File: src/rtl/assert_macros.svh
// ---------------------------------------------------------------------------
// Assertion macros
// Shared concurrent assertion forms for the coordinate transform RTL.
// ---------------------------------------------------------------------------
`ifndef ASSERT_MACROS_SVH
`define ASSERT_MACROS_SVH

// Same-cycle implication, disabled during reset.
`define PCT_ASSERT_IMP(label, clk, rst, ante, cons, msg) \
  label: assert property (@(posedge clk) disable iff (rst) (ante) |-> (cons)) \
    else $error(msg);

// Next-cycle implication, disabled during reset.
`define PCT_ASSERT_NXT(label, clk, rst, ante, cons, msg) \
  label: assert property (@(posedge clk) disable iff (rst) (ante) |=> (cons)) \
    else $error(msg);

`endif

File: src/rtl/pct_pkg.sv
// ---------------------------------------------------------------------------
// pct_pkg
// Types, codes and term sequencing for the polynomial coordinate transform.
// ---------------------------------------------------------------------------
package pct_pkg;

  localparam int MAX_ORDER = 3;
  localparam int COORD_W   = 32;
  localparam int COEF_W    = 48;
  localparam int TERM_W    = 4;
  localparam int CNT_W     = 5;
  localparam int MEM_AW    = 5;
  localparam int CFG_W     = 3;

  localparam logic signed [COORD_W-1:0] ONE_Q16 = 32'sd65536;

  localparam logic [2:0] METHOD_NONE     = 3'd0;
  localparam logic [2:0] METHOD_AFFINE   = 3'd1;
  localparam logic [2:0] METHOD_BILINEAR = 3'd2;
  localparam logic [2:0] METHOD_SECOND   = 3'd3;
  localparam logic [2:0] METHOD_THIRD    = 3'd4;
  localparam logic [2:0] METHOD_GENERAL  = 3'd5;

  localparam logic OP_LOAD      = 1'b0;
  localparam logic OP_TRANSFORM = 1'b1;

  localparam logic CFG_METHOD = 1'b0;
  localparam logic CFG_ORDER  = 1'b1;

  typedef struct packed {
    logic                      operation;
    logic                      inverse;
    logic                      axis;
    logic [TERM_W-1:0]         term;
    logic signed [COEF_W-1:0]  coefficient;
    logic signed [COORD_W-1:0] x_in;
    logic signed [COORD_W-1:0] y_in;
  } item_t;

  typedef struct packed {
    logic signed [COORD_W-1:0] x_out;
    logic signed [COORD_W-1:0] y_out;
    logic                      ok;
  } result_t;

  typedef enum logic [2:0] {
    SRC_ONE, SRC_X, SRC_Y, SRC_X2, SRC_Y2, SRC_X3, SRC_Y3
  } src_t;

  typedef enum logic [2:0] {
    DST_NONE, DST_X2, DST_Y2, DST_X3, DST_Y3
  } dst_t;

  typedef struct packed {
    src_t a;
    src_t b;
    dst_t dst;
  } term_op_t;

  function automatic logic [1:0] clamp_order(logic [1:0] order);
    logic [1:0] n;
    if (int'(order) > MAX_ORDER) begin
      n = 2'(MAX_ORDER);
    end else begin
      n = order;
    end
    return n;
  endfunction

  function automatic logic [CNT_W-1:0] term_count(logic [2:0] method, logic [1:0] order);
    logic [CNT_W-1:0] cnt;
    cnt = '0;
    case (method)
      METHOD_AFFINE:   cnt = 5'd3;
      METHOD_BILINEAR: cnt = 5'd4;
      METHOD_SECOND:   cnt = 5'd6;
      METHOD_THIRD:    cnt = 5'd9;
      METHOD_GENERAL: begin
        case (clamp_order(order))
          2'd1:    cnt = 5'd4;
          2'd2:    cnt = 5'd9;
          2'd3:    cnt = 5'd16;
          default: cnt = '0;
        endcase
      end
      default: cnt = '0;
    endcase
    return cnt;
  endfunction

  function automatic src_t xpow(logic [1:0] k);
    src_t s;
    case (k)
      2'd1:    s = SRC_X;
      2'd2:    s = SRC_X2;
      2'd3:    s = SRC_X3;
      default: s = SRC_ONE;
    endcase
    return s;
  endfunction

  function automatic src_t ypow(logic [1:0] j);
    src_t s;
    case (j)
      2'd1:    s = SRC_Y;
      2'd2:    s = SRC_Y2;
      2'd3:    s = SRC_Y3;
      default: s = SRC_ONE;
    endcase
    return s;
  endfunction

  // Each term is a*b in Q16.16; plain terms use b = 1.0.
  function automatic term_op_t term_op(logic [2:0] method, logic [1:0] order,
                                       logic [TERM_W-1:0] idx);
    term_op_t   o;
    logic [1:0] n;
    logic [3:0] lim;
    logic [3:0] m;
    logic [1:0] j;
    logic [1:0] k;
    o   = '{a: SRC_ONE, b: SRC_ONE, dst: DST_NONE};
    n   = clamp_order(order);
    lim = 4'({n, 1'b0});
    m   = idx - lim - 4'd1;
    j   = 2'd1;
    k   = 2'd1;
    case (method) inside
      METHOD_AFFINE, METHOD_BILINEAR, METHOD_SECOND, METHOD_THIRD: begin
        case (idx)
          4'd1:    o.a = SRC_X;
          4'd2:    o.a = SRC_Y;
          4'd3:    o = '{a: SRC_X,  b: SRC_Y,  dst: DST_NONE};
          4'd4:    o = '{a: SRC_X,  b: SRC_X,  dst: DST_X2};
          4'd5:    o = '{a: SRC_Y,  b: SRC_Y,  dst: DST_Y2};
          4'd6:    o = '{a: SRC_X2, b: SRC_Y2, dst: DST_NONE};
          4'd7:    o = '{a: SRC_X2, b: SRC_X,  dst: DST_NONE};
          4'd8:    o = '{a: SRC_Y2, b: SRC_Y,  dst: DST_NONE};
          default: o = '{a: SRC_ONE, b: SRC_ONE, dst: DST_NONE};
        endcase
      end
      METHOD_GENERAL: begin
        if (idx == '0) begin
          o = '{a: SRC_ONE, b: SRC_ONE, dst: DST_NONE};
        end else if (idx <= lim) begin
          j = 2'(({1'b0, idx} + 5'd1) >> 1);
          case (j)
            2'd2:    o = idx[0] ? '{a: SRC_X,  b: SRC_X, dst: DST_X2}
                                : '{a: SRC_Y,  b: SRC_Y, dst: DST_Y2};
            2'd3:    o = idx[0] ? '{a: SRC_X2, b: SRC_X, dst: DST_X3}
                                : '{a: SRC_Y2, b: SRC_Y, dst: DST_Y3};
            default: o = idx[0] ? '{a: SRC_X,  b: SRC_ONE, dst: DST_NONE}
                                : '{a: SRC_Y,  b: SRC_ONE, dst: DST_NONE};
          endcase
        end else begin
          case (n)
            2'd2: begin
              j = {1'b0, m[1]} + 2'd1;
              k = {1'b0, m[0]} + 2'd1;
            end
            2'd3: begin
              case (m)
                4'd0:    begin j = 2'd1; k = 2'd1; end
                4'd1:    begin j = 2'd1; k = 2'd2; end
                4'd2:    begin j = 2'd1; k = 2'd3; end
                4'd3:    begin j = 2'd2; k = 2'd1; end
                4'd4:    begin j = 2'd2; k = 2'd2; end
                4'd5:    begin j = 2'd2; k = 2'd3; end
                4'd6:    begin j = 2'd3; k = 2'd1; end
                4'd7:    begin j = 2'd3; k = 2'd2; end
                4'd8:    begin j = 2'd3; k = 2'd3; end
                default: begin j = 2'd1; k = 2'd1; end
              endcase
            end
            default: begin
              j = 2'd1;
              k = 2'd1;
            end
          endcase
          o = '{a: ypow(j), b: xpow(k), dst: DST_NONE};
        end
      end
      default: o = '{a: SRC_ONE, b: SRC_ONE, dst: DST_NONE};
    endcase
    return o;
  endfunction

endpackage

File: src/rtl/pct_coef_mem.sv
// ---------------------------------------------------------------------------
// pct_coef_mem
// Coefficient tables for the x and y results, one synchronous RAM each.
// ---------------------------------------------------------------------------
`include "assert_macros.svh"

module pct_coef_mem (
  input  logic                              clk,
  input  logic                              rst,
  input  logic                              we,
  input  logic                              wsel,
  input  logic [pct_pkg::MEM_AW-1:0]        waddr,
  input  logic signed [pct_pkg::COEF_W-1:0] wdata,
  input  logic                              re,
  input  logic [pct_pkg::MEM_AW-1:0]        raddr,
  output logic signed [pct_pkg::COEF_W-1:0] rdata_x,
  output logic signed [pct_pkg::COEF_W-1:0] rdata_y
);
  import pct_pkg::*;

  localparam int DEPTH = 1 << MEM_AW;

  logic signed [COEF_W-1:0] mem_x [DEPTH];
  logic signed [COEF_W-1:0] mem_y [DEPTH];

  always_ff @(posedge clk) begin
    if (we && !wsel) begin
      mem_x[waddr] <= wdata;
    end
    if (re) begin
      rdata_x <= mem_x[raddr];
    end
  end

  always_ff @(posedge clk) begin
    if (we && wsel) begin
      mem_y[waddr] <= wdata;
    end
    if (re) begin
      rdata_y <= mem_y[raddr];
    end
  end

  `PCT_ASSERT_IMP(a_no_load_during_read, clk, rst, we, !re, "coefficient load during transform read")

endmodule

File: config.mk
export PLATFORM = sky130hd
export DESIGN_NAME = pct_coef_mem
export DESIGN_NICKNAME = d
export VERILOG_FILES = /design/src/rtl/pct_pkg.sv /design/src/rtl/pct_coef_mem.sv
export VERILOG_INCLUDE_DIRS = /design/src /design/src/rtl
export SDC_FILE = /design/constraint.sdc
export NUM_CORES = 2
export LEC_CHECK = 0
export ABC_AREA = 1
export BUFFER_PORTS_ARGS = -buffer_cell sky130_fd_sc_hd__buf_4
export CORE_UTILIZATION = 35
export DETAILED_ROUTE_END_ITERATION = 10
export PLACE_DENSITY = 0.48
export SLEW_MARGIN = 20
export SYNTH_ARGS = -nofsm -noshare
export SYNTH_HDL_FRONTEND = slang
export SYNTH_SLANG_ARGS = --single-unit
File: constraint.sdc
create_clock -name clk -period 4.8 [get_ports clk]
set_input_delay 0.48 -clock clk [delete_from_list [all_inputs] [get_ports clk]]
set_output_delay 0.48 -clock clk [all_outputs]
set_load 0.05 [all_outputs]
==> flow_summary.ini <==
[outcome]
status = completed

[global_route]
antenna_found_initial = 52
grt_overflow_total = 0
grt_pass1_wl_um = 569000
grt_max_degree = 190
grt_usage_pct = 21.7
grt_pass1_vias = 77002

[clocking]
cts_setup_buffers = 0
htree_levels = 5
insertion_delay_ns = 0.93
ctsLongestPathBuffers = 4
root_buffer = clkbuf_16
cts_resized = 0
numCtsBuffers = 341
postCtsHoldBufs = 0
clk_pin_slew_ns = 0.06
cts_tree = built
cts.sinks = 3168

[finish]
final_cell_mix = nand2_1, edfxtp_1, nand3_1, clkbuf_16, buf_4
drive_gt1_share_pct = 8.67
design_area_mm2 = 0.143
final_nets = 10308
area_growth_pct = 13.6
layout_commonest_cell = nand2_1

[timing]
finalSetupViolations = 0
rsz0062_at_grt = no
period_minus_slack_ns = 2.46
worst_hold_slack_ns = 0.0771
maxSlewHeadroom_pct = 24.7
hold_viol_final = 0
period_share_pct = 51.3
final-max-slew-violation-count = 0
setup_tns_ns = 0
tightest_slew_ns = 1.13
fmax_mhz = 406
worst_slack_ns = 2.34
finalClockSkew_ns = 0.0488

[synth]
synth_seq_cells = 3168
synthSimpleGateAreaFrac_pct = 21.5
synth_top_family_by_area = simple AND/OR/NAND/NOR gates
synth_fp_nets = 10226
syn_avg_cell_area_um2 = 12.4
seq_area_frac_synth_pct = 75.4
synth_flop_cell = edfxtp_1
ys_warn_count = 0
synth-compound-area-share_pct = 0
synthAdderAreaFrac_pct = 0
synth_xor_area_share_pct = 0
yosysUniqueCellTypes = 16
synthArstFlopShare_pct = 0
syn_inst = 10163
synthesis.area_mm2 = 0.126
synth_edf_count = 3168
synthMuxAreaShare_pct = 0

[route]
drtPass1Iterations = 8
drt_wl_total_um = 402000
drtIter0Drc = 8398
final_antenna_net_count = 0
post_drt_wl_per_cell_um = 26.3
vias = 81117
drc_errors = 0
via_per_inst = 5.30

[job]
drv_cap = 0

[worst_setup_path]
crit_slowest_cell = edfxtp_1
crit_family = flip-flops
end_kind = output pin
critPathMaxStageDelay_ns = 0.74
crit_required_ns = 4.32
start_kind = flop
cp_max_fo = 1
path_class = reg -> out
cp.arrival_ns = 1.98
crit_buf_inv = 1
crit_path_cell_trace = buf_4

[placement]
placed_cell_area_mm2 = 0.133
io_buffers = 157
pre_cts_slack_ns = 1.55
hpwl_um = 202000
globalplace.congestion = 0.768

[die]
dieWidth_um = 602
io_pins = 159
initial_core_util_pct = 35.2
die_h_um = 602
num_rows = 220
dieArea_mm2 = 0.363
fp.coreArea_mm2 = 0.359

[power_and_ir_drop]
p_leak_nw = 50.0
power_w = 0.0596
ir_drop_mv = 0.314
powerDensity_mw_per_mm2 = 416

[worst_hold_path]
hold_class = in -> reg
[metrics by stage]
step / cells / utilization, %
floorplan: 10163 / -
detailed placement: 14675 / 37.0
CTS: 15287 / 39.9
global placement: 14675 / 37.0
finish: 15299 / 39.9
global route: 15290 / 39.9
[cells by family after synthesis]
group | count (synthesis)
simple gates | 6311
flops | 3168
buf+inv | 684
[final timing paths]
check	startpoint	end	slack [ns]	cells past startpoint
worst max register to register	mem_y[17][42]$_DFFE_PP_	rdata_y[42]$_DFFE_PP_	3.06	8
worst min-delay path	wdata[40]	mem_y[18][40]$_DFFE_PP_	0.08	1
worst max-delay path	rdata_y[41]$_DFFE_PP_	rdata_y[41]	2.34	1
worst min register to register	mem_y[28][16]$_DFFE_PP_	rdata_y[16]$_DFFE_PP_	0.78	6
[synth_stat cells (4+ instances only)]
library cell,count,area (um^2)
buf_1,53,199
buf_2,370,1850
buf_4,80,601
buf_6,72,811
clkbuf_1,87,327
clkinv_1,4,15.0
edfxtp_1,3168,95100
inv_1,12,45.0
nand2_1,3524,13200
nand3_1,2714,13600
nor2_1,37,139
nor3_1,36,180
[flip-flops by register name, summed over array words and instances (netlist names)]
register / cells
mem_x: 1536
mem_y: 1536
rdata_x: 48
rdata_y: 48
[routing by layer]
| metal | vias up | share of wire, % | global-route usage [%] |
|---|---|---|---|
| met5 | - | 0.0060 | 0 |
| met4 | 4 | 2.7 | 5.97 |
| met3 | 619 | 6.3 | 2.54 |
| met2 | 2911 | 47 | 35.6 |
| met1 | 41207 | 44 | 30.6 |
| li1 | 36376 | - | - |
[cell type report]
cell class              instances  area (um^2)
diodes                         12         30.0
clock buffers                 424         9100
clock inverters               188         1410
fillers                     33550       216000
inverters                      18          111
multi-input cells            6311        27500
flip-flops and latches       3168        95100
well taps                    4773         5970
repair buffers                405         4020
[power breakdown]
part | switching [W] | internal, W
clock network | 0.0108 | 0.0143
registers | 0.000121 | 0.0307
logic | 0.00279 | 0.000868
No activity file was read; power rests on OpenSTA's default activity.
