## src/rtl/assert_macros.svh

```systemverilog
// ---------------------------------------------------------------------------
// Assertion macros
// Shared concurrent assertion forms for the coordinate transform RTL.
// ---------------------------------------------------------------------------
`ifndef ASSERT_MACROS_SVH
`define ASSERT_MACROS_SVH

// Same-cycle implication, disabled during reset.
`define PCT_ASSERT_IMP(label, clk, rst, ante, cons, msg) \
  label: assert property (@(posedge clk) disable iff (rst) (ante) |-> (cons)) \
    else $error(msg);

// Next-cycle implication, disabled during reset.
`define PCT_ASSERT_NXT(label, clk, rst, ante, cons, msg) \
  label: assert property (@(posedge clk) disable iff (rst) (ante) |=> (cons)) \
    else $error(msg);

`endif

```

## src/rtl/pct_pkg.sv

```systemverilog
// ---------------------------------------------------------------------------
// pct_pkg
// Types, codes and term sequencing for the polynomial coordinate transform.
// ---------------------------------------------------------------------------
package pct_pkg;

  localparam int MAX_ORDER = 3;
  localparam int COORD_W   = 32;
  localparam int COEF_W    = 48;
  localparam int TERM_W    = 4;
  localparam int CNT_W     = 5;
  localparam int MEM_AW    = 5;
  localparam int CFG_W     = 3;

  localparam logic signed [COORD_W-1:0] ONE_Q16 = 32'sd65536;

  localparam logic [2:0] METHOD_NONE     = 3'd0;
  localparam logic [2:0] METHOD_AFFINE   = 3'd1;
  localparam logic [2:0] METHOD_BILINEAR = 3'd2;
  localparam logic [2:0] METHOD_SECOND   = 3'd3;
  localparam logic [2:0] METHOD_THIRD    = 3'd4;
  localparam logic [2:0] METHOD_GENERAL  = 3'd5;

  localparam logic OP_LOAD      = 1'b0;
  localparam logic OP_TRANSFORM = 1'b1;

  localparam logic CFG_METHOD = 1'b0;
  localparam logic CFG_ORDER  = 1'b1;

  typedef struct packed {
    logic                      operation;
    logic                      inverse;
    logic                      axis;
    logic [TERM_W-1:0]         term;
    logic signed [COEF_W-1:0]  coefficient;
    logic signed [COORD_W-1:0] x_in;
    logic signed [COORD_W-1:0] y_in;
  } item_t;

  typedef struct packed {
    logic signed [COORD_W-1:0] x_out;
    logic signed [COORD_W-1:0] y_out;
    logic                      ok;
  } result_t;

  typedef enum logic [2:0] {
    SRC_ONE, SRC_X, SRC_Y, SRC_X2, SRC_Y2, SRC_X3, SRC_Y3
  } src_t;

  typedef enum logic [2:0] {
    DST_NONE, DST_X2, DST_Y2, DST_X3, DST_Y3
  } dst_t;

  typedef struct packed {
    src_t a;
    src_t b;
    dst_t dst;
  } term_op_t;

  function automatic logic [1:0] clamp_order(logic [1:0] order);
    logic [1:0] n;
    if (int'(order) > MAX_ORDER) begin
      n = 2'(MAX_ORDER);
    end else begin
      n = order;
    end
    return n;
  endfunction

  function automatic logic [CNT_W-1:0] term_count(logic [2:0] method, logic [1:0] order);
    logic [CNT_W-1:0] cnt;
    cnt = '0;
    case (method)
      METHOD_AFFINE:   cnt = 5'd3;
      METHOD_BILINEAR: cnt = 5'd4;
      METHOD_SECOND:   cnt = 5'd6;
      METHOD_THIRD:    cnt = 5'd9;
      METHOD_GENERAL: begin
        case (clamp_order(order))
          2'd1:    cnt = 5'd4;
          2'd2:    cnt = 5'd9;
          2'd3:    cnt = 5'd16;
          default: cnt = '0;
        endcase
      end
      default: cnt = '0;
    endcase
    return cnt;
  endfunction

  function automatic src_t xpow(logic [1:0] k);
    src_t s;
    case (k)
      2'd1:    s = SRC_X;
      2'd2:    s = SRC_X2;
      2'd3:    s = SRC_X3;
      default: s = SRC_ONE;
    endcase
    return s;
  endfunction

  function automatic src_t ypow(logic [1:0] j);
    src_t s;
    case (j)
      2'd1:    s = SRC_Y;
      2'd2:    s = SRC_Y2;
      2'd3:    s = SRC_Y3;
      default: s = SRC_ONE;
    endcase
    return s;
  endfunction

  // Each term is a*b in Q16.16; plain terms use b = 1.0.
  function automatic term_op_t term_op(logic [2:0] method, logic [1:0] order,
                                       logic [TERM_W-1:0] idx);
    term_op_t   o;
    logic [1:0] n;
    logic [3:0] lim;
    logic [3:0] m;
    logic [1:0] j;
    logic [1:0] k;
    o   = '{a: SRC_ONE, b: SRC_ONE, dst: DST_NONE};
    n   = clamp_order(order);
    lim = 4'({n, 1'b0});
    m   = idx - lim - 4'd1;
    j   = 2'd1;
    k   = 2'd1;
    case (method) inside
      METHOD_AFFINE, METHOD_BILINEAR, METHOD_SECOND, METHOD_THIRD: begin
        case (idx)
          4'd1:    o.a = SRC_X;
          4'd2:    o.a = SRC_Y;
          4'd3:    o = '{a: SRC_X,  b: SRC_Y,  dst: DST_NONE};
          4'd4:    o = '{a: SRC_X,  b: SRC_X,  dst: DST_X2};
          4'd5:    o = '{a: SRC_Y,  b: SRC_Y,  dst: DST_Y2};
          4'd6:    o = '{a: SRC_X2, b: SRC_Y2, dst: DST_NONE};
          4'd7:    o = '{a: SRC_X2, b: SRC_X,  dst: DST_NONE};
          4'd8:    o = '{a: SRC_Y2, b: SRC_Y,  dst: DST_NONE};
          default: o = '{a: SRC_ONE, b: SRC_ONE, dst: DST_NONE};
        endcase
      end
      METHOD_GENERAL: begin
        if (idx == '0) begin
          o = '{a: SRC_ONE, b: SRC_ONE, dst: DST_NONE};
        end else if (idx <= lim) begin
          j = 2'(({1'b0, idx} + 5'd1) >> 1);
          case (j)
            2'd2:    o = idx[0] ? '{a: SRC_X,  b: SRC_X, dst: DST_X2}
                                : '{a: SRC_Y,  b: SRC_Y, dst: DST_Y2};
            2'd3:    o = idx[0] ? '{a: SRC_X2, b: SRC_X, dst: DST_X3}
                                : '{a: SRC_Y2, b: SRC_Y, dst: DST_Y3};
            default: o = idx[0] ? '{a: SRC_X,  b: SRC_ONE, dst: DST_NONE}
                                : '{a: SRC_Y,  b: SRC_ONE, dst: DST_NONE};
          endcase
        end else begin
          case (n)
            2'd2: begin
              j = {1'b0, m[1]} + 2'd1;
              k = {1'b0, m[0]} + 2'd1;
            end
            2'd3: begin
              case (m)
                4'd0:    begin j = 2'd1; k = 2'd1; end
                4'd1:    begin j = 2'd1; k = 2'd2; end
                4'd2:    begin j = 2'd1; k = 2'd3; end
                4'd3:    begin j = 2'd2; k = 2'd1; end
                4'd4:    begin j = 2'd2; k = 2'd2; end
                4'd5:    begin j = 2'd2; k = 2'd3; end
                4'd6:    begin j = 2'd3; k = 2'd1; end
                4'd7:    begin j = 2'd3; k = 2'd2; end
                4'd8:    begin j = 2'd3; k = 2'd3; end
                default: begin j = 2'd1; k = 2'd1; end
              endcase
            end
            default: begin
              j = 2'd1;
              k = 2'd1;
            end
          endcase
          o = '{a: ypow(j), b: xpow(k), dst: DST_NONE};
        end
      end
      default: o = '{a: SRC_ONE, b: SRC_ONE, dst: DST_NONE};
    endcase
    return o;
  endfunction

endpackage

```

## src/rtl/pct_term_gen.sv

```systemverilog
// ---------------------------------------------------------------------------
// pct_term_gen
// Term generator: one Q16.16 multiply per term with power registers.
// ---------------------------------------------------------------------------
module pct_term_gen (
  input  logic                               clk,
  input  logic                               rst,
  input  logic                               issue,
  input  pct_pkg::term_op_t                  op,
  input  logic signed [pct_pkg::COORD_W-1:0] x,
  input  logic signed [pct_pkg::COORD_W-1:0] y,
  output logic signed [pct_pkg::COORD_W-1:0] term
);
  import pct_pkg::*;

  logic signed [2*COORD_W-1:0] prod;
  dst_t                        dst1;
  logic signed [COORD_W-1:0]   x2, y2, x3, y3;
  logic signed [COORD_W-1:0]   x2_cur, y2_cur, x3_cur, y3_cur;
  logic signed [COORD_W-1:0]   fwd;
  logic signed [COORD_W-1:0]   a_val, b_val;
  logic signed [COEF_W-1:0]    shifted;

  assign shifted = prod[2*COORD_W-1:16];

  always_comb begin
    if (shifted[COEF_W-1:COORD_W-1] == '0 || shifted[COEF_W-1:COORD_W-1] == '1) begin
      fwd = shifted[COORD_W-1:0];
    end else if (shifted[COEF_W-1]) begin
      fwd = {1'b1, {(COORD_W-1){1'b0}}};
    end else begin
      fwd = {1'b0, {(COORD_W-1){1'b1}}};
    end
  end

  // forward a power that is still in the saturate stage
  assign x2_cur = (dst1 == DST_X2) ? fwd : x2;
  assign y2_cur = (dst1 == DST_Y2) ? fwd : y2;
  assign x3_cur = (dst1 == DST_X3) ? fwd : x3;
  assign y3_cur = (dst1 == DST_Y3) ? fwd : y3;

  always_comb begin
    case (op.a)
      SRC_X:   a_val = x;
      SRC_Y:   a_val = y;
      SRC_X2:  a_val = x2_cur;
      SRC_Y2:  a_val = y2_cur;
      SRC_X3:  a_val = x3_cur;
      SRC_Y3:  a_val = y3_cur;
      default: a_val = ONE_Q16;
    endcase
    case (op.b)
      SRC_X:   b_val = x;
      SRC_Y:   b_val = y;
      SRC_X2:  b_val = x2_cur;
      SRC_Y2:  b_val = y2_cur;
      SRC_X3:  b_val = x3_cur;
      SRC_Y3:  b_val = y3_cur;
      default: b_val = ONE_Q16;
    endcase
  end

  always_ff @(posedge clk) begin
    if (rst) begin
      dst1 <= DST_NONE;
    end else begin
      dst1 <= issue ? op.dst : DST_NONE;
    end
  end

  always_ff @(posedge clk) begin
    prod <= a_val * b_val;
    term <= fwd;
    case (dst1)
      DST_X2:  x2 <= fwd;
      DST_Y2:  y2 <= fwd;
      DST_X3:  x3 <= fwd;
      DST_Y3:  y3 <= fwd;
      default: ;
    endcase
  end

endmodule

```

## config.mk

```make
export PLATFORM = sky130hd
export DESIGN_NAME = pct_term_gen
export DESIGN_NICKNAME = d
export VERILOG_FILES = /design/src/rtl/assert_macros.svh /design/src/rtl/pct_pkg.sv /design/src/rtl/pct_term_gen.sv
export SDC_FILE = /design/constraint.sdc
export NUM_CORES = 2
export LEC_CHECK = 0
export BUFFER_PORTS_ARGS = -buffer_cell sky130_fd_sc_hd__buf_2
export CAP_MARGIN = 30
export CORE_MARGIN = 10
export CORE_UTILIZATION = 30
export DETAILED_ROUTE_END_ITERATION = 6
export GPL_TIMING_DRIVEN = 0
export PLACE_DENSITY = 0.53
export SLEW_MARGIN = 0
export SYNTH_ARGS = -nofsm -noshare
export SYNTH_HDL_FRONTEND = slang
export SYNTH_SLANG_ARGS = --single-unit
```

## constraint.sdc

```tcl
create_clock -name clk -period 12.95 [get_ports clk]
set_input_delay 0.6475 -clock clk [delete_from_list [all_inputs] [get_ports clk]]
set_output_delay 0.6475 -clock clk [all_outputs]
set_load 0.005 [all_outputs]
```

==> qor.yml <==
run_status:
  status: "finished clean"
setup_path:
  worst_path_most_repeated_cell: "fa_1"
  critPathBufInv: 8
  timing_worst_setup_path_type: "flop to flop"
  crit_arrival_ps: 13290
  required_ps: 13360
  worstSetupEndpointType: "flop"
  slowest_delay_ps: 850
  crit_family: "adder cells"
  rrSetupSlack_ps: 70
  start_kind: "flop"
  path_max_fanout: 10
  crit_path_top_delay_cell: "clkbuf_1"
placement:
  dpl_cell_area_um2: 49000
  detailed_place_hpwl_um: 167000
  io_buffers: 106
  gp_congestion: 1.01
synthesis:
  yosysSeqAreaShare: 0.0934
  synth_edf_count: 0
  postSynthAreaPerCell_um2: 8.79
  yosysTopAreaCell: "fa_1"
  synth_commonest_cells: "1,146 x inv_1, 1,081 x fa_1, 635 x nand2_1, 582 x nor2_1, 249 x clkbuf_1"
  ys_warn_count: 0
  synth_nets: 6483
  synth_ff_type: "dfxtp_1"
  ys_ff_latch: 211
  synth_area_um2: 45200
  syn_inst: 5146
  async_flop_share: 0
  ys_types: 77
  synth_area_leaders: "fa_1 48%, inv_1 9.5%, dfxtp_1 9.3%"
  synth_top_area_share: 0.479
  yosysMostFrequentCell: "inv_1"
clock_network:
  numCtsBuffers: 20
  insertion_delay_ps: 550
  cts_setup_buffers: 0
  path_clk_slew_ps: 70
  cts_root_buf: "clkbuf_16"
  cts_tree: "done"
  cts_htree_levels: 1
  cts_max_path_buffers: 3
  hold_buffers: 0
  cts.sinks: 211
  cts.repair.resized: 2
floorplan:
  dieHeight_um: 408
  pin_count: 108
  fp.dieW_um: 408
  start_util: 0.302
  rows: 142
  die_area_um2: 167000
  placeableCoreArea_um2: 150000
sta:
  fin_crit_sh: 0.995
  worst_pin_slew_ps: 1170
  clock.fmax_ghz: 0.0776
  setup_viol: 0
  finalMaxSlewViolations: 0
  rsz0062_at_grt: "true"
  period_minus_slack_ps: 12880
  hold_violations: 0
  maxSlewHeadroom: 0.221
  fin_skew_ps: 24.8
drt:
  wirelength_um: 196000
  viasPerCell: 5.15
  drt_pass1_iterations: 5
  vias: 37980
  ant_nets: 0
  drc: 0
  drt_iter0_markers: 4195
  wire_per_inst_um: 26.6
cells_and_area:
  area_growth_pct: 10.5
  layout-drive-gt1-share: 0.0692
  seqCellArea_um2: 4220
  nFillCells: 15858
  fin_nets: 6673
  multiInputGateArea_um2: 35700
  post-route-cell-area_um2: 50000
grt:
  gr-total-overflow: 0
  track_usage: 0.232
  grt_max_degree: 18
  grt_pass1_vias: 38850
  grt_pass1_wl_um: 282000
  antenna_found_initial: 7
hold_path:
  hold_class: "input pin to flop"
run:
  maxCapViolCount: 0
## cell families (layout without fill, tap and decap cells)
group	after synthesis	in the layout	synth area share
adder cells (fa/ha/maj)	1261	1261	0.528
AND/OR/NAND/NOR	1477	1477	0.140
flip-flops	211	211	0.0934
buffers and inverters	1442	1646	0.120
AO/OA/AOI/OAI	630	630	0.0903
multiplexers	61	61	0.0151
other	0	10	0
XOR/XNOR	64	64	0.0124
## registers in the layout, indices dropped and copies added (netlist names)
name / count
prod: 48
dst1: 3
term: 32
y2: 32
y3: 32
x3: 32
x2: 32
## layer usage
layer  vias up  global-route usage  share of wire
met3       467              0.0611           0.11
met2      2271               0.343           0.43
met4         2               0.110          0.058
li1      15771                   -              -
met1     19469               0.314           0.40
met5         -                   0       0.000036
## cell type report
type / instances / share of cell area
diodes: 10 / 0.000501
plain buffers: 291 / 0.0229
clock buffers: 29 / 0.0121
clock inverters: 7 / 0.00140
inverters: 1147 / 0.0861
multi-input cells: 3493 / 0.714
flip-flops and latches: 211 / 0.0845
well taps: 2016 / 0.0505
repair buffers: 172 / 0.0279
## cells in the final DEF, fill, tap and decap left out, types with 55 or more instances in the layout
cell type,count
clkbuf_1,243
a21oi_1,222
a21o_1,67
dfxtp_1,211
fa_1,1080
and2_1,55
nand2_1,634
ha_1,180
o21ai_0,110
inv_1,1146
nand2b_1,61
buf_2,129
mux2_2,56
nor2_1,582
## through the flow
stage,setup slack (ps),setup TNS [ps],util,hold WS (ps),cells
after floorplan,2930,0,-,421,5146
after global placement,-912,-6080,0.322,434,7268
after detailed placement,-373,-1300,0.327,443,7321
after CTS,164,0,0.332,306,7355
after global routing,-148,-148,0.334,309,7366
final,70.5,0,0.334,319,7376
## final timing paths
path,startpoint,endpoint,cells past startpoint
hold reg to reg,y2[27],y2[27],2
setup / recovery,prod[56],prod[50],37
hold / removal,op[2],dst1[2],2
setup reg to reg,prod[56],prod[50],37
Power is left out: the tool's default activity adds up to more than one toggle a clock period on the data nets, which glitch-free logic cannot reach.
