## src/rtl/assert_macros.svh

```systemverilog
// ---------------------------------------------------------------------------
// Assertion macros
// Shared concurrent assertion forms for the coordinate transform RTL.
// ---------------------------------------------------------------------------
`ifndef ASSERT_MACROS_SVH
`define ASSERT_MACROS_SVH

// Same-cycle implication, disabled during reset.
`define PCT_ASSERT_IMP(label, clk, rst, ante, cons, msg) \
  label: assert property (@(posedge clk) disable iff (rst) (ante) |-> (cons)) \
    else $error(msg);

// Next-cycle implication, disabled during reset.
`define PCT_ASSERT_NXT(label, clk, rst, ante, cons, msg) \
  label: assert property (@(posedge clk) disable iff (rst) (ante) |=> (cons)) \
    else $error(msg);

`endif

```

## src/rtl/pct_pkg.sv

```systemverilog
// ---------------------------------------------------------------------------
// pct_pkg
// Types, codes and term sequencing for the polynomial coordinate transform.
// ---------------------------------------------------------------------------
package pct_pkg;

  localparam int MAX_ORDER = 3;
  localparam int COORD_W   = 32;
  localparam int COEF_W    = 48;
  localparam int TERM_W    = 4;
  localparam int CNT_W     = 5;
  localparam int MEM_AW    = 5;
  localparam int CFG_W     = 3;

  localparam logic signed [COORD_W-1:0] ONE_Q16 = 32'sd65536;

  localparam logic [2:0] METHOD_NONE     = 3'd0;
  localparam logic [2:0] METHOD_AFFINE   = 3'd1;
  localparam logic [2:0] METHOD_BILINEAR = 3'd2;
  localparam logic [2:0] METHOD_SECOND   = 3'd3;
  localparam logic [2:0] METHOD_THIRD    = 3'd4;
  localparam logic [2:0] METHOD_GENERAL  = 3'd5;

  localparam logic OP_LOAD      = 1'b0;
  localparam logic OP_TRANSFORM = 1'b1;

  localparam logic CFG_METHOD = 1'b0;
  localparam logic CFG_ORDER  = 1'b1;

  typedef struct packed {
    logic                      operation;
    logic                      inverse;
    logic                      axis;
    logic [TERM_W-1:0]         term;
    logic signed [COEF_W-1:0]  coefficient;
    logic signed [COORD_W-1:0] x_in;
    logic signed [COORD_W-1:0] y_in;
  } item_t;

  typedef struct packed {
    logic signed [COORD_W-1:0] x_out;
    logic signed [COORD_W-1:0] y_out;
    logic                      ok;
  } result_t;

  typedef enum logic [2:0] {
    SRC_ONE, SRC_X, SRC_Y, SRC_X2, SRC_Y2, SRC_X3, SRC_Y3
  } src_t;

  typedef enum logic [2:0] {
    DST_NONE, DST_X2, DST_Y2, DST_X3, DST_Y3
  } dst_t;

  typedef struct packed {
    src_t a;
    src_t b;
    dst_t dst;
  } term_op_t;

  function automatic logic [1:0] clamp_order(logic [1:0] order);
    logic [1:0] n;
    if (int'(order) > MAX_ORDER) begin
      n = 2'(MAX_ORDER);
    end else begin
      n = order;
    end
    return n;
  endfunction

  function automatic logic [CNT_W-1:0] term_count(logic [2:0] method, logic [1:0] order);
    logic [CNT_W-1:0] cnt;
    cnt = '0;
    case (method)
      METHOD_AFFINE:   cnt = 5'd3;
      METHOD_BILINEAR: cnt = 5'd4;
      METHOD_SECOND:   cnt = 5'd6;
      METHOD_THIRD:    cnt = 5'd9;
      METHOD_GENERAL: begin
        case (clamp_order(order))
          2'd1:    cnt = 5'd4;
          2'd2:    cnt = 5'd9;
          2'd3:    cnt = 5'd16;
          default: cnt = '0;
        endcase
      end
      default: cnt = '0;
    endcase
    return cnt;
  endfunction

  function automatic src_t xpow(logic [1:0] k);
    src_t s;
    case (k)
      2'd1:    s = SRC_X;
      2'd2:    s = SRC_X2;
      2'd3:    s = SRC_X3;
      default: s = SRC_ONE;
    endcase
    return s;
  endfunction

  function automatic src_t ypow(logic [1:0] j);
    src_t s;
    case (j)
      2'd1:    s = SRC_Y;
      2'd2:    s = SRC_Y2;
      2'd3:    s = SRC_Y3;
      default: s = SRC_ONE;
    endcase
    return s;
  endfunction

  // Each term is a*b in Q16.16; plain terms use b = 1.0.
  function automatic term_op_t term_op(logic [2:0] method, logic [1:0] order,
                                       logic [TERM_W-1:0] idx);
    term_op_t   o;
    logic [1:0] n;
    logic [3:0] lim;
    logic [3:0] m;
    logic [1:0] j;
    logic [1:0] k;
    o   = '{a: SRC_ONE, b: SRC_ONE, dst: DST_NONE};
    n   = clamp_order(order);
    lim = 4'({n, 1'b0});
    m   = idx - lim - 4'd1;
    j   = 2'd1;
    k   = 2'd1;
    case (method) inside
      METHOD_AFFINE, METHOD_BILINEAR, METHOD_SECOND, METHOD_THIRD: begin
        case (idx)
          4'd1:    o.a = SRC_X;
          4'd2:    o.a = SRC_Y;
          4'd3:    o = '{a: SRC_X,  b: SRC_Y,  dst: DST_NONE};
          4'd4:    o = '{a: SRC_X,  b: SRC_X,  dst: DST_X2};
          4'd5:    o = '{a: SRC_Y,  b: SRC_Y,  dst: DST_Y2};
          4'd6:    o = '{a: SRC_X2, b: SRC_Y2, dst: DST_NONE};
          4'd7:    o = '{a: SRC_X2, b: SRC_X,  dst: DST_NONE};
          4'd8:    o = '{a: SRC_Y2, b: SRC_Y,  dst: DST_NONE};
          default: o = '{a: SRC_ONE, b: SRC_ONE, dst: DST_NONE};
        endcase
      end
      METHOD_GENERAL: begin
        if (idx == '0) begin
          o = '{a: SRC_ONE, b: SRC_ONE, dst: DST_NONE};
        end else if (idx <= lim) begin
          j = 2'(({1'b0, idx} + 5'd1) >> 1);
          case (j)
            2'd2:    o = idx[0] ? '{a: SRC_X,  b: SRC_X, dst: DST_X2}
                                : '{a: SRC_Y,  b: SRC_Y, dst: DST_Y2};
            2'd3:    o = idx[0] ? '{a: SRC_X2, b: SRC_X, dst: DST_X3}
                                : '{a: SRC_Y2, b: SRC_Y, dst: DST_Y3};
            default: o = idx[0] ? '{a: SRC_X,  b: SRC_ONE, dst: DST_NONE}
                                : '{a: SRC_Y,  b: SRC_ONE, dst: DST_NONE};
          endcase
        end else begin
          case (n)
            2'd2: begin
              j = {1'b0, m[1]} + 2'd1;
              k = {1'b0, m[0]} + 2'd1;
            end
            2'd3: begin
              case (m)
                4'd0:    begin j = 2'd1; k = 2'd1; end
                4'd1:    begin j = 2'd1; k = 2'd2; end
                4'd2:    begin j = 2'd1; k = 2'd3; end
                4'd3:    begin j = 2'd2; k = 2'd1; end
                4'd4:    begin j = 2'd2; k = 2'd2; end
                4'd5:    begin j = 2'd2; k = 2'd3; end
                4'd6:    begin j = 2'd3; k = 2'd1; end
                4'd7:    begin j = 2'd3; k = 2'd2; end
                4'd8:    begin j = 2'd3; k = 2'd3; end
                default: begin j = 2'd1; k = 2'd1; end
              endcase
            end
            default: begin
              j = 2'd1;
              k = 2'd1;
            end
          endcase
          o = '{a: ypow(j), b: xpow(k), dst: DST_NONE};
        end
      end
      default: o = '{a: SRC_ONE, b: SRC_ONE, dst: DST_NONE};
    endcase
    return o;
  endfunction

endpackage

```

## src/rtl/pct_mac.sv

```systemverilog
// ---------------------------------------------------------------------------
// pct_mac
// Coefficient times term multiply-accumulate for one result axis.
// ---------------------------------------------------------------------------
`include "assert_macros.svh"

module pct_mac (
  input  logic                               clk,
  input  logic                               rst,
  input  logic                               clear,
  input  logic                               valid,
  input  logic signed [pct_pkg::COEF_W-1:0]  coef,
  input  logic signed [pct_pkg::COORD_W-1:0] term,
  output logic                               busy,
  output logic signed [pct_pkg::COORD_W-1:0] sum
);
  import pct_pkg::*;

  localparam int LO_W   = 16;
  localparam int HI_W   = COEF_W - LO_W;
  localparam int PH_W   = HI_W + COORD_W;
  localparam int PL_W   = LO_W + 1 + COORD_W;
  localparam int FULL_W = COEF_W + COORD_W;
  localparam int ACC_W  = COEF_W + 4;

  logic                     va, vb;
  logic signed [PH_W-1:0]   ph;
  logic signed [PL_W-1:0]   pl;
  logic signed [FULL_W-1:0] full;
  logic signed [COEF_W-1:0] part;
  logic signed [ACC_W-1:0]  acc;

  // c*t rebuilt from the two partial products; part keeps floor(c*t / 2^32)
  assign full = (FULL_W'(ph) <<< LO_W) + FULL_W'(pl);

  always_ff @(posedge clk) begin
    if (rst) begin
      va <= 1'b0;
      vb <= 1'b0;
    end else begin
      va <= valid;
      vb <= va;
    end
  end

  always_ff @(posedge clk) begin
    ph   <= $signed(coef[COEF_W-1:LO_W]) * term;
    pl   <= $signed({1'b0, coef[LO_W-1:0]}) * term;
    part <= full[FULL_W-1:2*LO_W];
    if (clear) begin
      acc <= '0;
    end else if (vb) begin
      acc <= acc + ACC_W'(part);
    end
  end

  assign busy = va || vb;

  always_comb begin
    if (acc[ACC_W-1:COORD_W-1] == '0 || acc[ACC_W-1:COORD_W-1] == '1) begin
      sum = acc[COORD_W-1:0];
    end else if (acc[ACC_W-1]) begin
      sum = {1'b1, {(COORD_W-1){1'b0}}};
    end else begin
      sum = {1'b0, {(COORD_W-1){1'b1}}};
    end
  end

  `PCT_ASSERT_IMP(a_clear_when_idle, clk, rst, clear, !busy && !valid, "accumulator cleared mid-sum")

endmodule

```

## config.mk

```make
export PLATFORM = sky130hd
export DESIGN_NAME = pct_mac
export DESIGN_NICKNAME = d
export VERILOG_FILES = /design/src/rtl/pct_pkg.sv /design/src/rtl/pct_mac.sv
export VERILOG_INCLUDE_DIRS = /design/src /design/src/rtl
export SDC_FILE = /design/constraint.sdc
export NUM_CORES = 2
export LEC_CHECK = 0
export BUFFER_PORTS_ARGS = -buffer_cell sky130_fd_sc_hd__buf_2
export CAP_MARGIN = 5
export CORE_MARGIN = 4
export CORE_UTILIZATION = 47
export DETAILED_ROUTE_END_ITERATION = 7
export MAX_ROUTING_LAYER = met4
export SLEW_MARGIN = 20
export SYNTH_ARGS = -nofsm -noshare
export SYNTH_HDL_FRONTEND = slang
export SYNTH_SLANG_ARGS = --single-unit
```

## constraint.sdc

```tcl
create_clock -name clk -period 19.84 [get_ports clk]
set_input_delay 2.976 -clock clk [delete_from_list [all_inputs] [get_ports clk]]
set_output_delay 2.976 -clock clk [all_outputs]
set_load 0.05 [all_outputs]
```

==> impl_metrics.csv <==
group,metric,value,unit
outcome,status,"finished, final reports clean",
sta,max_freq,0.0889,GHz
layout,drive_gt1_share,3.40,%
detailed_routing,via_count,45800,
logic_synthesis,yosys_warnings,0,
placement,dp_hpwl,133,mm
sta,setup_tns,0,ps
detailed_routing,wl_per_cell,20.5,um
sta,final_hold_viol_count,0,
critical_path,end_kind,"flip-flop",
sta,setup_viol,0,
layout,fin_cells,8544,
logic_synthesis,syn_nets,8984,
sta,relSlewSlack,28.6,%
clock_network,cts_tree,"built",
logic_synthesis,synth_cells,6918,
min_path,hold_path.class,"flip-flop to flip-flop",
clock_network,htreeDepth,4,
critical_path,crit_path_start_kind,"primary input",
sta,hold_slack,456,ps
detailed_routing,drc,0,
critical_path,cp.required,20270,ps
clock_network,cts_buffer_depth,2,
global_routing,grt-ovfl-total,0,
clock_network,cts_inserted_buffers,17,
global_routing,grt_max_degree,60,
logic_synthesis,ys_seq_area_share,6.26,%
clock_network,cts-root-buf,"clkbuf_16",
sta,min_period,11250,ps
die,initial_core_util,47.5,%
detailed_routing,wl,175,mm
detailed_routing,drt.antenna.violating_nets,0,
placement,place_congestion,0.882,
sta,max_slew.worst_pin.slew,1070,ps
clock_network,cts_setup_buffers,0,
layout,mostFrequentLayoutCells,"1570 x fa_1, 1541 x inv_1, 902 x nand2_1",
die,die_x,376,um
sta,slew_violations,0,
logic_synthesis,synth-seq-cells,199,
layout,final_nets,8824,
clock_network,clock-sinks,199,
sta,period_share,56.7,%
logic_synthesis,synthArstFlopShare,0,%
detailed_routing,dr.pass1.iters,7,
die,rows,134,
die,core,0.134,mm^2
sta,rsz0062_at_grt,"no",
global_routing,grt_pass1_vias,50300,
detailed_routing,viasPerCell,5.36,
global_routing,grt_use_total,26.7,%
logic_synthesis,ys_dominant_reg_cell,"dfxtp_1",
die,die-area,0.141,mm^2
clock_network,clk_latency,490,ps
logic_synthesis,mappedNetlistArea,0.0637,mm^2
flow_run,maxCapViolCount,0,
clock_network,cts_hold_buffers,0,
logic_synthesis,synth_edf_count,0,
detailed_routing,dr.first_iter.drc_count,2697,
clock_network,path_clk_slew,80,ps
die,ios,117,
logic_synthesis,syn_area_per_cell,9.20,um^2
clock_network,cts_resized,0,
critical_path,worstSetupPathType,"primary input to flip-flop",
critical_path,critPathMaxFanout,29,
layout,synthToLayoutAreaGrowth,3.88,%
placement,port_buffers,116,
layout,final_common_cell,"fa_1",
global_routing,grt_pass1_wl,286,mm
logic_synthesis,yosysUniqueCellTypes,80,
critical_path,critPathArrivalTime,11680,ps
global_routing,grt_antenna_before_repair,9,
die,die_height,376,um
sta,skew,23.3,ps
placement,dp_cells,8507,
-- sequential cells by signal (all words and copies together) (netlist names) --
register	cells
acc	52
vb	1
va	1
ph	64
pl	33
part	48
-- cells in the mapped netlist (31+ instances only) --
cell,n,area (um^2)
a211oi_1,31,233
xor2_1,53,464
a21oi_1,183,916
and2_1,708,4430
nand4_1,34,213
ha_1,412,5150
nor3_1,39,195
a21o_1,136,1020
dfxtp_1,199,3980
xnor2_1,125,1090
fa_1,1570,31400
clkbuf_1,338,1270
o21bai_1,38,285
nor2_1,149,559
nand2_1,902,3390
nand3_1,43,215
inv_1,1541,5780
o21ai_0,64,320
-- per-layer routing --
layer	share of wire [%]	vias up	track usage (%)
met1	42	23900	34.8
li1	-	20200	-
met3	5.4	287	2.80
met4	3.5	0	8.25
met5	0	-	-
met2	49	1342	44.3
-- layout make-up --
cell class,count,area [um^2]
inverter,1542,5790
clock buffer,19,433
sequential,199,3990
timing repair buffer,166,956
tap,1768,2210
fill,12800,67800
multi-input combinational,4832,52600
clock inverter,13,140
antenna,5,12.5
-- path summary, 6_finish.rpt --
path	startpoint	end	slack, ps	cells past startpoint
max	term[2]	ph[61]$_DFF_P_	8590	27
min	va$_SDFF_PP0_	vb$_SDFF_PP0_	460	1
max reg2reg	acc[0]$_SDFFE_PP0P_	acc[48]$_SDFFE_PP0P_	16200	13
min reg2reg	va$_SDFF_PP0_	vb$_SDFF_PP0_	460	1
-- logic make-up (layout without fill, tap and decap cells) --
logic type | after synthesis | after routing | synth area share [%]
compound gates | 653 | 653 | 6.95
xor+xnor | 178 | 178 | 2.45
fa+ha+maj | 1982 | 1982 | 57.5
flops | 199 | 199 | 6.26
buf+inv | 1887 | 1740 | 11.1
simple gates | 1999 | 1999 | 15.4
mux | 20 | 20 | 0.314
other cells | 0 | 5 | 0
-- worst max-delay path: stages --
cell	delay, ps
buf_2	460
buf_4	490
nand2_1	170
inv_1	170
fa_1	460
fa_1	560
fa_1	700
fa_1	970
inv_1	390
fa_1	590
inv_1	60
fa_1	520
inv_1	40
fa_1	470
inv_1	50
fa_1	440
ha_1	340
a21o_1	190
a21o_1	170
a21oi_1	210
nand2_1	70
nor3_1	130
o31ai_1	150
and2_1	260
a221o_1	320
a21oi_1	180
xnor2_1	130
-- stage by stage --
stage                     setup slack (ps)  area, um^2  util, %
final                                 8590       66100     49.4
after global routing                  8140       66100     49.3
after CTS                             8610       66100     49.3
after detailed placement              8080       65500     48.9
after global placement                8130       65500     48.9
after floorplan                       9520       63700        -
Power is not shown: default switching activity piles up to over one toggle a cycle in this logic, so the estimate is an artifact.
